<file path="src/hw/rtl/aeti_pkg.sv">
// aeti_pkg: shared types, character codes and colour helpers for the ansi text importer
// used by aeti_core and ansi_escape_text_importer; no dependencies

package aeti_pkg;

    localparam int LINE_WIDTH_DEF  = 80;
    localparam int COORD_BITS_DEF  = 12;
    localparam int NUMBER_BITS_DEF = 16;

    localparam int CFG_COORD_W = 12;
    localparam int CFG_SIZE_W  = 13;
    localparam int OUT_COORD_W = 12;
    localparam int APB_ADDR_W  = 4;
    localparam int APB_DATA_W  = 32;
    localparam int OUT_DATA_W  = 40;

    localparam logic [CFG_COORD_W-1:0] START_COL_RST    = 12'd0;
    localparam logic [CFG_COORD_W-1:0] START_ROW_RST    = 12'd0;
    localparam logic [CFG_SIZE_W-1:0]  BOARD_WIDTH_RST  = 13'd80;
    localparam logic [CFG_SIZE_W-1:0]  BOARD_HEIGHT_RST = 13'd25;

    localparam logic [7:0] CHAR_ESC    = 8'h1B;
    localparam logic [7:0] CHAR_CR     = 8'h0D;
    localparam logic [7:0] CHAR_LF     = 8'h0A;
    localparam logic [7:0] CHAR_LBRACK = 8'h5B;
    localparam logic [7:0] CHAR_SEMI   = 8'h3B;
    localparam logic [7:0] CHAR_ZERO   = 8'h30;
    localparam logic [7:0] CHAR_NINE   = 8'h39;
    localparam logic [7:0] CHAR_SAVE   = 8'h73;
    localparam logic [7:0] CHAR_REST   = 8'h75;
    localparam logic [7:0] CHAR_ERASE  = 8'h4B;
    localparam logic [7:0] CHAR_UP     = 8'h41;
    localparam logic [7:0] CHAR_DOWN   = 8'h42;
    localparam logic [7:0] CHAR_RIGHT  = 8'h43;
    localparam logic [7:0] CHAR_LEFT   = 8'h44;
    localparam logic [7:0] CHAR_HOME   = 8'h48;
    localparam logic [7:0] CHAR_CLEAR  = 8'h4A;
    localparam logic [7:0] CHAR_SGR    = 8'h6D;

    localparam logic [7:0] COLOUR_RST   = 8'd7;
    localparam logic [7:0] FG_KEEP      = 8'd248;
    localparam logic [7:0] BG_KEEP      = 8'd143;
    localparam logic [7:0] BRIGHT_BIT   = 8'd8;
    localparam logic [7:0] BLINK_BIT    = 8'd128;

    localparam logic [31:0] SGR_RESET  = 32'd0;
    localparam logic [31:0] SGR_BRIGHT = 32'd1;
    localparam logic [31:0] SGR_BLINK  = 32'd5;
    localparam logic [31:0] SGR_FG_LO  = 32'd30;
    localparam logic [31:0] SGR_FG_HI  = 32'd37;
    localparam logic [31:0] SGR_BG_LO  = 32'd40;
    localparam logic [31:0] SGR_BG_HI  = 32'd47;
    localparam logic [31:0] CLEAR_ALL  = 32'd2;

    localparam logic KIND_CELL = 1'b0;
    localparam logic KIND_STOP = 1'b1;

    typedef enum logic [2:0] {
        PH_TEXT,
        PH_ESC,
        PH_CSI,
        PH_NUM,
        PH_STOP
    } phase_t;

    typedef enum logic [1:0] {
        REG_START_COL,
        REG_START_ROW,
        REG_BOARD_WIDTH,
        REG_BOARD_HEIGHT
    } reg_idx_t;

    typedef struct packed {
        logic [CFG_COORD_W-1:0] start_col;
        logic [CFG_COORD_W-1:0] start_row;
        logic [CFG_SIZE_W-1:0]  board_width;
        logic [CFG_SIZE_W-1:0]  board_height;
    } cfg_t;

    typedef struct packed {
        logic                   kind;
        logic [7:0]             attribute;
        logic [7:0]             symbol;
        logic [OUT_COORD_W-1:0] cell_row;
        logic [OUT_COORD_W-1:0] cell_col;
    } res_t;

    // ansi colour order to board colour order
    function automatic logic [2:0] ega_colour(input logic [2:0] a);
        logic [2:0] r;
        case (a)
            3'd0: r = 3'd0;
            3'd1: r = 3'd4;
            3'd2: r = 3'd2;
            3'd3: r = 3'd6;
            3'd4: r = 3'd1;
            3'd5: r = 3'd5;
            3'd6: r = 3'd3;
            3'd7: r = 3'd7;
            default: r = 3'd0;
        endcase
        return r;
    endfunction

    function automatic logic [7:0] apply_sgr(input logic [7:0] c, input logic [31:0] code);
        logic [7:0]  r;
        logic [31:0] off;
        r   = c;
        off = 32'd0;
        if (code == SGR_RESET) begin
            r = COLOUR_RST;
        end else if (code == SGR_BRIGHT) begin
            r = c | BRIGHT_BIT;
        end else if (code == SGR_BLINK) begin
            r = c | BLINK_BIT;
        end else if (code >= SGR_FG_LO && code <= SGR_FG_HI) begin
            off = code - SGR_FG_LO;
            r   = (c & FG_KEEP) + {5'd0, ega_colour(off[2:0])};
        end else if (code >= SGR_BG_LO && code <= SGR_BG_HI) begin
            off = code - SGR_BG_LO;
            r   = (c & BG_KEEP) + {1'b0, ega_colour(off[2:0]), 4'd0};
        end
        return r;
    endfunction

endpackage

</file>
<file path="src/hw/rtl/aeti_core.sv">
// aeti_core: escape parser state, cursor and colour update for one byte per cycle
// while step is high; depends on aeti_pkg

module aeti_core
    import aeti_pkg::*;
#(
    parameter int LINE_WIDTH  = LINE_WIDTH_DEF,
    parameter int COORD_BITS  = COORD_BITS_DEF,
    parameter int NUMBER_BITS = NUMBER_BITS_DEF
) (
    input  logic       aclk,
    input  logic       aresetn,
    input  logic       step,
    input  logic [7:0] byte_in,
    input  logic       first,
    input  cfg_t       cfg,
    output logic       res_valid,
    output res_t       res
);

    localparam int BASE_W = (NUMBER_BITS > COORD_BITS + 1) ? NUMBER_BITS : COORD_BITS + 1;
    localparam int CW     = ((BASE_W > 14) ? BASE_W : 14) + 2;

    localparam logic signed [CW-1:0] ONE      = CW'(1);
    localparam logic signed [CW-1:0] SIZE_LIM = CW'(64'd1 << COORD_BITS);
    localparam logic signed [CW-1:0] LW_M1    = CW'(LINE_WIDTH - 1);
    localparam logic [NUMBER_BITS-1:0] NUM_MAX = {NUMBER_BITS{1'b1}};
    localparam logic [NUMBER_BITS+3:0] NUM_MAX_W = (NUMBER_BITS+4)'(NUM_MAX);

    function automatic logic signed [CW-1:0] clamp_col(input logic signed [CW-1:0] x,
                                                      input logic signed [CW-1:0] sc,
                                                      input logic signed [CW-1:0] bw);
        logic signed [CW-1:0] r;
        r = x;
        if (r > sc + LW_M1) r = sc + LW_M1;
        if (r >= bw) r = bw - ONE;
        return r;
    endfunction

    function automatic logic signed [CW-1:0] clamp_row(input logic signed [CW-1:0] y,
                                                      input logic signed [CW-1:0] bh);
        logic signed [CW-1:0] r;
        r = y;
        if (r >= bh) r = bh - ONE;
        return r;
    endfunction

    function automatic logic [COORD_BITS-1:0] to_coord(input logic signed [CW-1:0] v);
        logic [COORD_BITS-1:0] r;
        r = (v < 0) ? '0 : v[COORD_BITS-1:0];
        return r;
    endfunction

    logic [COORD_BITS-1:0]  cur_col_reg, cur_col_next;
    logic [COORD_BITS-1:0]  cur_row_reg, cur_row_next;
    logic [COORD_BITS-1:0]  sav_col_reg, sav_col_next;
    logic [COORD_BITS-1:0]  sav_row_reg, sav_row_next;
    logic [7:0]             colour_reg, colour_next;
    phase_t                 phase_reg, phase_next;
    logic [NUMBER_BITS-1:0] number_reg, number_next;
    logic [NUMBER_BITS-1:0] held_reg, held_next;
    logic                   held_valid_reg, held_valid_next;

    // state as seen after an optional restart
    logic [COORD_BITS-1:0]  p_col, p_row, p_scol, p_srow;
    logic [7:0]             p_colour;
    phase_t                 p_phase;
    logic [NUMBER_BITS-1:0] p_num, p_held;
    logic                   p_hv;
    logic [COORD_BITS-1:0]  home_col, home_row;

    logic signed [CW-1:0] sc, sr, bw, bh, bw_raw, bh_raw;
    logic signed [CW-1:0] cc_s, cr_s, num_s, held_s, mv_n;
    logic signed [CW-1:0] row_inc, pl_x, pl_x1, pl_x2, pl_y1, ux;
    logic                 wrap;
    logic signed [CW-1:0] mv_up, mv_down, mv_right, mv_left;
    logic signed [CW-1:0] hx, hy, hx_c, hy_c;
    logic [NUMBER_BITS+3:0] acc;
    logic [NUMBER_BITS-1:0] acc_sat, dig_num;
    logic [3:0]             dval;
    logic                   digit, is_move, do_plain;
    logic [7:0]             sgr_held, sgr_both;

    assign home_col = COORD_BITS'(cfg.start_col);
    assign home_row = COORD_BITS'(cfg.start_row);

    assign p_col    = first ? home_col : cur_col_reg;
    assign p_row    = first ? home_row : cur_row_reg;
    assign p_scol   = first ? home_col : sav_col_reg;
    assign p_srow   = first ? home_row : sav_row_reg;
    assign p_colour = first ? COLOUR_RST : colour_reg;
    assign p_phase  = first ? PH_TEXT : phase_reg;
    assign p_num    = first ? '0 : number_reg;
    assign p_held   = first ? '0 : held_reg;
    assign p_hv     = first ? 1'b0 : held_valid_reg;

    assign sc     = $signed(CW'(cfg.start_col));
    assign sr     = $signed(CW'(cfg.start_row));
    assign bw_raw = $signed(CW'(cfg.board_width));
    assign bh_raw = $signed(CW'(cfg.board_height));
    assign bw     = (bw_raw == 0) ? ONE : ((bw_raw > SIZE_LIM) ? SIZE_LIM : bw_raw);
    assign bh     = (bh_raw == 0) ? ONE : ((bh_raw > SIZE_LIM) ? SIZE_LIM : bh_raw);

    assign cc_s   = $signed(CW'(p_col));
    assign cr_s   = $signed(CW'(p_row));
    assign num_s  = $signed(CW'(p_num));
    assign held_s = $signed(CW'(p_held));

    assign digit   = (byte_in >= CHAR_ZERO) && (byte_in <= CHAR_NINE);
    assign dval    = 4'(byte_in - CHAR_ZERO);
    assign is_move = (byte_in == CHAR_UP) || (byte_in == CHAR_DOWN) ||
                     (byte_in == CHAR_RIGHT) || (byte_in == CHAR_LEFT);

    // plain text: cell write and cursor advance
    assign row_inc = clamp_row(cr_s + ONE, bh);
    assign pl_x    = cc_s + ONE;
    assign wrap    = pl_x > sc + LW_M1;
    assign pl_x1   = wrap ? sc : pl_x;
    assign pl_y1   = wrap ? row_inc : cr_s;
    assign pl_x2   = (pl_x1 >= bw) ? bw - ONE : pl_x1;
    assign ux      = (cc_s >= bw) ? bw - ONE : cc_s;

    // relative moves
    assign mv_n     = (p_phase == PH_CSI) ? ONE : num_s;
    assign mv_up    = (cr_s - mv_n < sr) ? sr : cr_s - mv_n;
    assign mv_down  = clamp_row(cr_s + mv_n, bh);
    assign mv_right = clamp_col(cc_s + mv_n, sc, bw);
    assign mv_left  = (cc_s - mv_n < sc) ? sc : cc_s - mv_n;

    // absolute position
    assign hy   = p_hv ? sr + held_s - ONE : sr + num_s - ONE;
    assign hx   = p_hv ? sc + num_s - ONE : sc;
    assign hx_c = (clamp_col(hx, sc, bw) < sc) ? sc : clamp_col(hx, sc, bw);
    assign hy_c = (clamp_row(hy, bh) < sr) ? sr : clamp_row(hy, bh);

    // decimal accumulate with saturation
    assign acc     = (NUMBER_BITS+4)'(p_num) * (NUMBER_BITS+4)'(10)
                   + (NUMBER_BITS+4)'(dval);
    assign acc_sat = (acc > NUM_MAX_W) ? NUM_MAX : acc[NUMBER_BITS-1:0];
    assign dig_num = NUMBER_BITS'(dval);

    assign sgr_held = p_hv ? apply_sgr(p_colour, 32'(p_held)) : p_colour;
    assign sgr_both = apply_sgr(sgr_held, 32'(p_num));

    always_comb begin
        cur_col_next    = p_col;
        cur_row_next    = p_row;
        sav_col_next    = p_scol;
        sav_row_next    = p_srow;
        colour_next     = p_colour;
        phase_next      = p_phase;
        number_next     = p_num;
        held_next       = p_held;
        held_valid_next = p_hv;
        res_valid       = 1'b0;
        res             = '0;
        do_plain        = 1'b0;

        case (p_phase)
            PH_TEXT: begin
                if (byte_in == CHAR_ESC) begin
                    phase_next = PH_ESC;
                end else begin
                    do_plain = 1'b1;
                end
            end
            PH_ESC: begin
                if (byte_in == CHAR_LBRACK) begin
                    phase_next      = PH_CSI;
                    held_valid_next = 1'b0;
                    held_next       = '0;
                    number_next     = '0;
                end else begin
                    do_plain = 1'b1;
                end
            end
            PH_CSI: begin
                phase_next = PH_TEXT;
                if (byte_in == CHAR_SAVE) begin
                    sav_col_next = p_col;
                    sav_row_next = p_row;
                end else if (byte_in == CHAR_REST) begin
                    cur_col_next = p_scol;
                    cur_row_next = p_srow;
                end else if (byte_in == CHAR_ERASE) begin
                    phase_next = PH_TEXT;
                end else if (is_move) begin
                    cur_col_next = (byte_in == CHAR_RIGHT) ? to_coord(mv_right) :
                                   (byte_in == CHAR_LEFT)  ? to_coord(mv_left) : p_col;
                    cur_row_next = (byte_in == CHAR_UP)    ? to_coord(mv_up) :
                                   (byte_in == CHAR_DOWN)  ? to_coord(mv_down) : p_row;
                end else if (byte_in == CHAR_HOME) begin
                    cur_col_next = home_col;
                    cur_row_next = home_row;
                end else if (digit) begin
                    number_next = dig_num;
                    phase_next  = PH_NUM;
                end else begin
                    do_plain = 1'b1;
                end
            end
            PH_NUM: begin
                if (digit) begin
                    number_next = acc_sat;
                end else begin
                    phase_next = PH_TEXT;
                    if (byte_in == CHAR_CLEAR) begin
                        if (32'(p_num) != CLEAR_ALL) begin
                            phase_next = PH_STOP;
                            res_valid  = 1'b1;
                            res.kind   = KIND_STOP;
                        end else begin
                            cur_col_next = home_col;
                            cur_row_next = home_row;
                        end
                    end else if (is_move) begin
                        cur_col_next = (byte_in == CHAR_RIGHT) ? to_coord(mv_right) :
                                       (byte_in == CHAR_LEFT)  ? to_coord(mv_left) : p_col;
                        cur_row_next = (byte_in == CHAR_UP)    ? to_coord(mv_up) :
                                       (byte_in == CHAR_DOWN)  ? to_coord(mv_down) : p_row;
                    end else if (byte_in == CHAR_ERASE) begin
                        phase_next = PH_TEXT;
                    end else if (byte_in == CHAR_HOME) begin
                        cur_col_next    = to_coord(hx_c);
                        cur_row_next    = to_coord(hy_c);
                        held_valid_next = 1'b0;
                    end else if (byte_in == CHAR_SEMI) begin
                        colour_next     = sgr_held;
                        held_next       = p_num;
                        held_valid_next = 1'b1;
                        number_next     = '0;
                        phase_next      = PH_NUM;
                    end else if (byte_in == CHAR_SGR) begin
                        colour_next = sgr_both;
                    end else begin
                        do_plain = 1'b1;
                    end
                end
            end
            PH_STOP: begin
                phase_next = PH_STOP;
            end
            default: begin
                phase_next = PH_TEXT;
            end
        endcase

        if (do_plain) begin
            phase_next = PH_TEXT;
            if (byte_in == CHAR_CR) begin
                cur_col_next = home_col;
            end else if (byte_in == CHAR_LF) begin
                cur_row_next = to_coord(row_inc);
            end else begin
                res_valid     = 1'b1;
                res.kind      = KIND_CELL;
                res.cell_col  = ux[OUT_COORD_W-1:0];
                res.cell_row  = cr_s[OUT_COORD_W-1:0];
                res.symbol    = byte_in;
                res.attribute = p_colour;
                cur_col_next  = to_coord(pl_x2);
                cur_row_next  = to_coord(pl_y1);
            end
        end
    end

    always_ff @(posedge aclk) begin
        if (!aresetn) begin
            cur_col_reg    <= '0;
            cur_row_reg    <= '0;
            sav_col_reg    <= '0;
            sav_row_reg    <= '0;
            colour_reg     <= COLOUR_RST;
            phase_reg      <= PH_TEXT;
            number_reg     <= '0;
            held_reg       <= '0;
            held_valid_reg <= 1'b0;
        end else if (step) begin
            cur_col_reg    <= cur_col_next;
            cur_row_reg    <= cur_row_next;
            sav_col_reg    <= sav_col_next;
            sav_row_reg    <= sav_row_next;
            colour_reg     <= colour_next;
            phase_reg      <= phase_next;
            number_reg     <= number_next;
            held_reg       <= held_next;
            held_valid_reg <= held_valid_next;
        end
    end

endmodule

</file>
<file path="src/hw/rtl/ansi_escape_text_importer.sv">
// ansi_escape_text_importer: a byte stream of ansi text in, board cell writes out
// depends on aeti_pkg and aeti_core
//
// One byte is taken per transfer and the block sustains one transfer per clock while
// the output side does not stall; a byte is held in an input register, decoded
// combinationally against the parser and cursor state, and its cell write or stop marker
// lands in the output register. s_tready falls only while the output
// register holds a result that m_tready has not taken. Bytes that only move the cursor,
// change colour or belong to an escape sequence give no transfer on the output side.
// After ESC[nJ with n other than 2 the block gives a stop marker and then ignores bytes
// until one arrives with the first flag set. The window and board size are set through
// the apb port and are to be written only while the block is idle.

module ansi_escape_text_importer
    import aeti_pkg::*;
#(
    parameter int LINE_WIDTH  = LINE_WIDTH_DEF,
    parameter int COORD_BITS  = COORD_BITS_DEF,
    parameter int NUMBER_BITS = NUMBER_BITS_DEF
) (
    input  logic                  aclk,
    input  logic                  aresetn,

    input  logic                  psel,
    input  logic                  penable,
    input  logic                  pwrite,
    input  logic [APB_ADDR_W-1:0] paddr,
    input  logic [APB_DATA_W-1:0] pwdata,
    output logic [APB_DATA_W-1:0] prdata,
    output logic                  pready,

    input  logic                  s_tvalid,
    output logic                  s_tready,
    input  logic [7:0]            s_tdata,   // byte_in
    input  logic                  s_tuser,   // first

    output logic                  m_tvalid,
    input  logic                  m_tready,
    output logic [OUT_DATA_W-1:0] m_tdata,   // cell_col, cell_row, symbol, attribute
    output logic                  m_tuser    // kind
);

    cfg_t       cfg_reg;
    logic       in_valid_reg;
    logic [7:0] in_byte_reg;
    logic       in_first_reg;
    logic       out_valid_reg;
    res_t       out_reg;

    logic       advance;
    logic       core_valid;
    res_t       core_res;
    reg_idx_t   reg_idx;
    logic       cfg_write;

    assign pready    = 1'b1;
    assign reg_idx   = reg_idx_t'(paddr[3:2]);
    assign cfg_write = psel && penable && pwrite && pready;

    always_ff @(posedge aclk) begin
        if (!aresetn) begin
            cfg_reg.start_col    <= START_COL_RST;
            cfg_reg.start_row    <= START_ROW_RST;
            cfg_reg.board_width  <= BOARD_WIDTH_RST;
            cfg_reg.board_height <= BOARD_HEIGHT_RST;
        end else if (cfg_write) begin
            case (reg_idx)
                REG_START_COL:    cfg_reg.start_col    <= pwdata[CFG_COORD_W-1:0];
                REG_START_ROW:    cfg_reg.start_row    <= pwdata[CFG_COORD_W-1:0];
                REG_BOARD_WIDTH:  cfg_reg.board_width  <= pwdata[CFG_SIZE_W-1:0];
                REG_BOARD_HEIGHT: cfg_reg.board_height <= pwdata[CFG_SIZE_W-1:0];
                default: ;
            endcase
        end
    end

    always_comb begin
        case (reg_idx)
            REG_START_COL:    prdata = APB_DATA_W'(cfg_reg.start_col);
            REG_START_ROW:    prdata = APB_DATA_W'(cfg_reg.start_row);
            REG_BOARD_WIDTH:  prdata = APB_DATA_W'(cfg_reg.board_width);
            REG_BOARD_HEIGHT: prdata = APB_DATA_W'(cfg_reg.board_height);
            default:          prdata = '0;
        endcase
    end

    // input stage moves on when the output register is free or being drained
    assign advance  = in_valid_reg && (!out_valid_reg || m_tready);
    assign s_tready = !in_valid_reg || advance;

    always_ff @(posedge aclk) begin
        if (!aresetn) begin
            in_valid_reg <= 1'b0;
        end else if (s_tvalid && s_tready) begin
            in_valid_reg <= 1'b1;
        end else if (advance) begin
            in_valid_reg <= 1'b0;
        end
    end

    always_ff @(posedge aclk) begin
        if (s_tvalid && s_tready) begin
            in_byte_reg  <= s_tdata;
            in_first_reg <= s_tuser;
        end
    end

    aeti_core #(
        .LINE_WIDTH  (LINE_WIDTH),
        .COORD_BITS  (COORD_BITS),
        .NUMBER_BITS (NUMBER_BITS)
    ) u_core (
        .aclk      (aclk),
        .aresetn   (aresetn),
        .step      (advance),
        .byte_in   (in_byte_reg),
        .first     (in_first_reg),
        .cfg       (cfg_reg),
        .res_valid (core_valid),
        .res       (core_res)
    );

    always_ff @(posedge aclk) begin
        if (!aresetn) begin
            out_valid_reg <= 1'b0;
        end else if (advance) begin
            out_valid_reg <= core_valid;
        end else if (m_tready) begin
            out_valid_reg <= 1'b0;
        end
    end

    always_ff @(posedge aclk) begin
        if (advance && core_valid) begin
            out_reg <= core_res;
        end
    end

    assign m_tvalid = out_valid_reg;
    assign m_tuser  = out_reg.kind;
    assign m_tdata  = {out_reg.attribute, out_reg.symbol, out_reg.cell_row, out_reg.cell_col};

`ifndef SYNTHESIS
    a_stop_fields_zero: assert property (@(posedge aclk) disable iff (!aresetn)
        (m_tvalid && m_tuser == KIND_STOP) |-> (m_tdata == '0))
        else $error("stop marker carries nonzero cell fields");

    a_ready_when_drained: assert property (@(posedge aclk) disable iff (!aresetn)
        (!out_valid_reg) |-> s_tready)
        else $error("input stalled with an empty output register");

    a_result_needs_input: assert property (@(posedge aclk) disable iff (!aresetn)
        ($rose(out_valid_reg)) |-> $past(in_valid_reg))
        else $error("result produced without a byte in the input register");
`endif

endmodule

</file>
<file path="config.mk">
export PLATFORM = sky130hd
export DESIGN_NAME = ansi_escape_text_importer
export DESIGN_NICKNAME = d
export VERILOG_FILES = /design/src/hw/rtl/aeti_pkg.sv /design/src/hw/rtl/aeti_core.sv /design/src/hw/rtl/ansi_escape_text_importer.sv
export SDC_FILE = /design/constraint.sdc
export NUM_CORES = 1
export LEC_CHECK = 0
export BUFFER_PORTS_ARGS = -buffer_cell sky130_fd_sc_hd__buf_2
export CAP_MARGIN = 10
export CORE_ASPECT_RATIO = 1.2
export CORE_MARGIN = 3
export CORE_UTILIZATION = 39
export DETAILED_ROUTE_END_ITERATION = 8
export MAX_ROUTING_LAYER = met4
export PLACE_DENSITY_LB_ADDON = 0.1
export SLEW_MARGIN = 40
export SYNTH_ARGS = -nofsm -noshare
export SYNTH_HDL_FRONTEND = slang
export SYNTH_SLANG_ARGS = --single-unit
export TNS_END_PERCENT = 5
</file>
<file path="constraint.sdc">
create_clock -name aclk -period 17.42 [get_ports aclk]
set_input_delay 3.484 -clock aclk [delete_from_list [all_inputs] [get_ports aclk]]
set_output_delay 3.484 -clock aclk [all_outputs]
set_load 0.1 [all_outputs]
</file>
==> results.yml <==
outcome:
  status: "complete, no violations"
worst_hold_path:
  hold_path_startpoint: "u_core.sav_row_reg[2]"
  min_path_cells: 2
  min_to: "u_core.sav_row_reg[2]"
  hold_path.class: "flop to flop"
job:
  maxCapViolations: 0
clocking:
  postCtsHoldBufs: 0
  tritoncts: "built"
  numCtsBuffers: 17
  cts_max_level: 4
  clock_sinks: 194
  ctsResizeCount: 0
  ctsRootBufferMaster: "clkbuf_16"
  clk_pin_slew_ps: 90
  clock_latency_ps: 530
  cts_setup_buffers: 0
  cts_buffer_depth: 2
layout:
  largest_register_ffs: 50
  final_common_cell: "nor2_1"
  fin_nets: 3936
  layout-drive-gt1-share_pct: 9.939
  postLayoutCoreUtil_pct: 43.27
  final_cell_mix: "nor2_1, nand2_1, a21oi_1"
  area_growth_pct: 9.092
worst_setup_path:
  crit_path_start: "in_first_reg"
  critPathMaxStageDelay_ps: 710
  r2r_start: "in_first_reg"
  reg2reg_depth: 59
  cp_slowest_cell: "a211oi_1"
  worstSetupPathType: "flop to flop"
  startpoint_type: "flop"
  worstReg2RegEnd: "u_core.cur_col_reg[11]"
  r2r_setup_slack_ps: 3740
  crit_fanout: 19
  critPathMostFrequentCell: "a21oi_1"
  cp_data_arrival_time_ps: 14140
  cp-end-kind: "flop"
  required_ps: 17890
detailed_routing:
  antenna_left: 0
  firstDrtPassIters: 8
  first_iter_violations: 3123
  routedWlPerCell_microns: 30.01
  vias: 29240
  drcViolationCount: 0
  viasPerCell: 6.489
  routed_wl_microns: 135200
placement:
  dpl.hpwl_microns: 104200
  numPortBuffers: 86
  gp_congestion: 1.023
  dp_slack_ps: 3874
synth:
  yosys.area_share.simple_pct: 21.82
  synth_area_sq_um: 26330
  synth.area.top_cells: "ha_1, dfxtp_1, edfxtp_1"
  synthMuxAreaShare_pct: 6.445
  syn_inst: 3573
  synth_top_area_cell: "ha_1"
  avgSynthCellArea_sq_um: 7.368
  async_flop_share_pct: 0
  ys_seq_area_share_pct: 16.65
  ys_ff_latch: 194
  synth_edf_count: 50
  ys_types: 112
  synthAdderAreaFrac_pct: 13.75
  synth_compound_area_share_pct: 29.71
  synth_top_area_share_pct: 13.26
  synth_ff_type: "dfxtp_1"
  synth_warnings: 0
  synth_top_family_by_area: "compound AO/OA/AOI/OAI gates"
  synthXorXnorAreaFrac_pct: 5.143
pwr:
  p_total_uw: 1643
  powerDensity_nw_per_um2: 57.21
  ir_drop_mv: 0.07456
  p_leak_uw: 0.01191
grt:
  grt.overflow.total: 0
  grt_pass1_vias: 27490
  track_usage_pct: 37.99
  grt_pass1_wl_microns: 192900
  grt_max_degree: 123
  antenna_found_initial: 1
timing:
  grt_setup_unrepaired: "false"
  min_period_over_period_pct: 78.51
  maxSlewViolCount: 0
  fin_worst_skew_ps: 19.70
  fmax_mhz: 73.12
  max-slew-margin-rel_pct: 35.21
  worst_pin_slew_ps: 968.2
  final.min_clock_period_ps: 13680
  setup_viol: 0
  setup_slack_ps: 3744
  final.setup.tns_ps: 0
  hold_viol: 0
floorplanning:
  row_count: 103
  die_x_microns: 243.2
  coreArea_sq_um: 66370
  ios: 128
  initial_core_util_pct: 39.66
  dieArea_sq_um: 70670
  die_h_microns: 290.6
-- worst max-delay path by stage --
stage | depth (start not counted) | slack [ps] | endpoint
after floorplan | 70 | 4980 | u_core.cur_col_reg[11]
after global placement | 59 | 3310 | u_core.cur_col_reg[11]
after detailed placement | 59 | 3870 | u_core.cur_col_reg[11]
after CTS | 59 | 3860 | u_core.cur_col_reg[11]
after global routing | 59 | 2880 | u_core.cur_col_reg[11]
final | 59 | 3740 | u_core.cur_col_reg[11]
-- where the power goes --
| part | leakage, uW | switching [uW] | total, uW | internal, uW |
|---|---|---|---|---|
| Clock | 0.000310 | 237 | 453 | 217 |
| Sequential | 0.00163 | 13.0 | 490 | 477 |
| Combinational | 0.00997 | 472 | 699 | 227 |
-- area by class of cell --
type	count	area (sq um)
Tap cell	892	1116
Multi-Input combinational cell	2982	20450
Timing Repair Buffer	218	1436
Sequential cell	194	4384
Fill cell	6976	37650
Antenna cell	2	5.005
Clock buffer	18	450.4
Inverter	186	698.2
Clock inverter	14	176.4
-- through the flow --
stage | hold slack, ps | instances | cell area (sq um)
3_3_place_gp | 452.8 | 4472 | 28000
5_1_grt | 507.8 | 4504 | 28710
3_5_place_dp | 456.2 | 4472 | 28050
2_1_floorplan | 440.3 | 3591 | 26390
6_report | 465.7 | 4506 | 28720
4_1_cts | 467.6 | 4504 | 28680
-- cells in the mapped netlist, drive strengths merged, types with 50 or more instances --
cell type,n
a211oi,50
a21o,70
a21oi,294
a22oi,52
buf,54
clkbuf,175
dfxtp,144
edfxtp,50
ha,279
inv,173
mux2i,111
nand2,310
nand3,69
nor2,332
nor2b,112
nor3,103
o21ai,256
o22ai,53
xnor2,128
-- critical path: cells and delay by family (launching register included) --
kind | cells | cell delay [ps]
mux | 1 | 130
buf+inv | 6 | 1360
fa+ha+maj | 6 | 1700
xor+xnor | 2 | 260
simple gates | 16 | 3070
compound gates | 28 | 6640
flops | 1 | 460
-- layer usage --
metal / global-route usage (%) / part of all wire [%] / vias to the layer above
met3: 5.232 / 6.9 / 385
met5: - / 0 / -
met4: 23.84 / 7.7 / 0
met2: 58.96 / 45 / 1484
met1: 46.51 / 41 / 14140
li1: - / - / 13240
-- cell families after synthesis --
| kind of cell | after synthesis |
|---|---|
| DFF | 194 |
| adders and majority gates | 286 |
| AOI/OAI and AO/OA | 1185 |
| and+or+nand+nor | 1187 |
| muxes | 151 |
| other | 2 |
| xor gates and xnor gates | 153 |
| buffers and inverters | 415 |
Note: power is estimated with default switching activity, not from simulation.
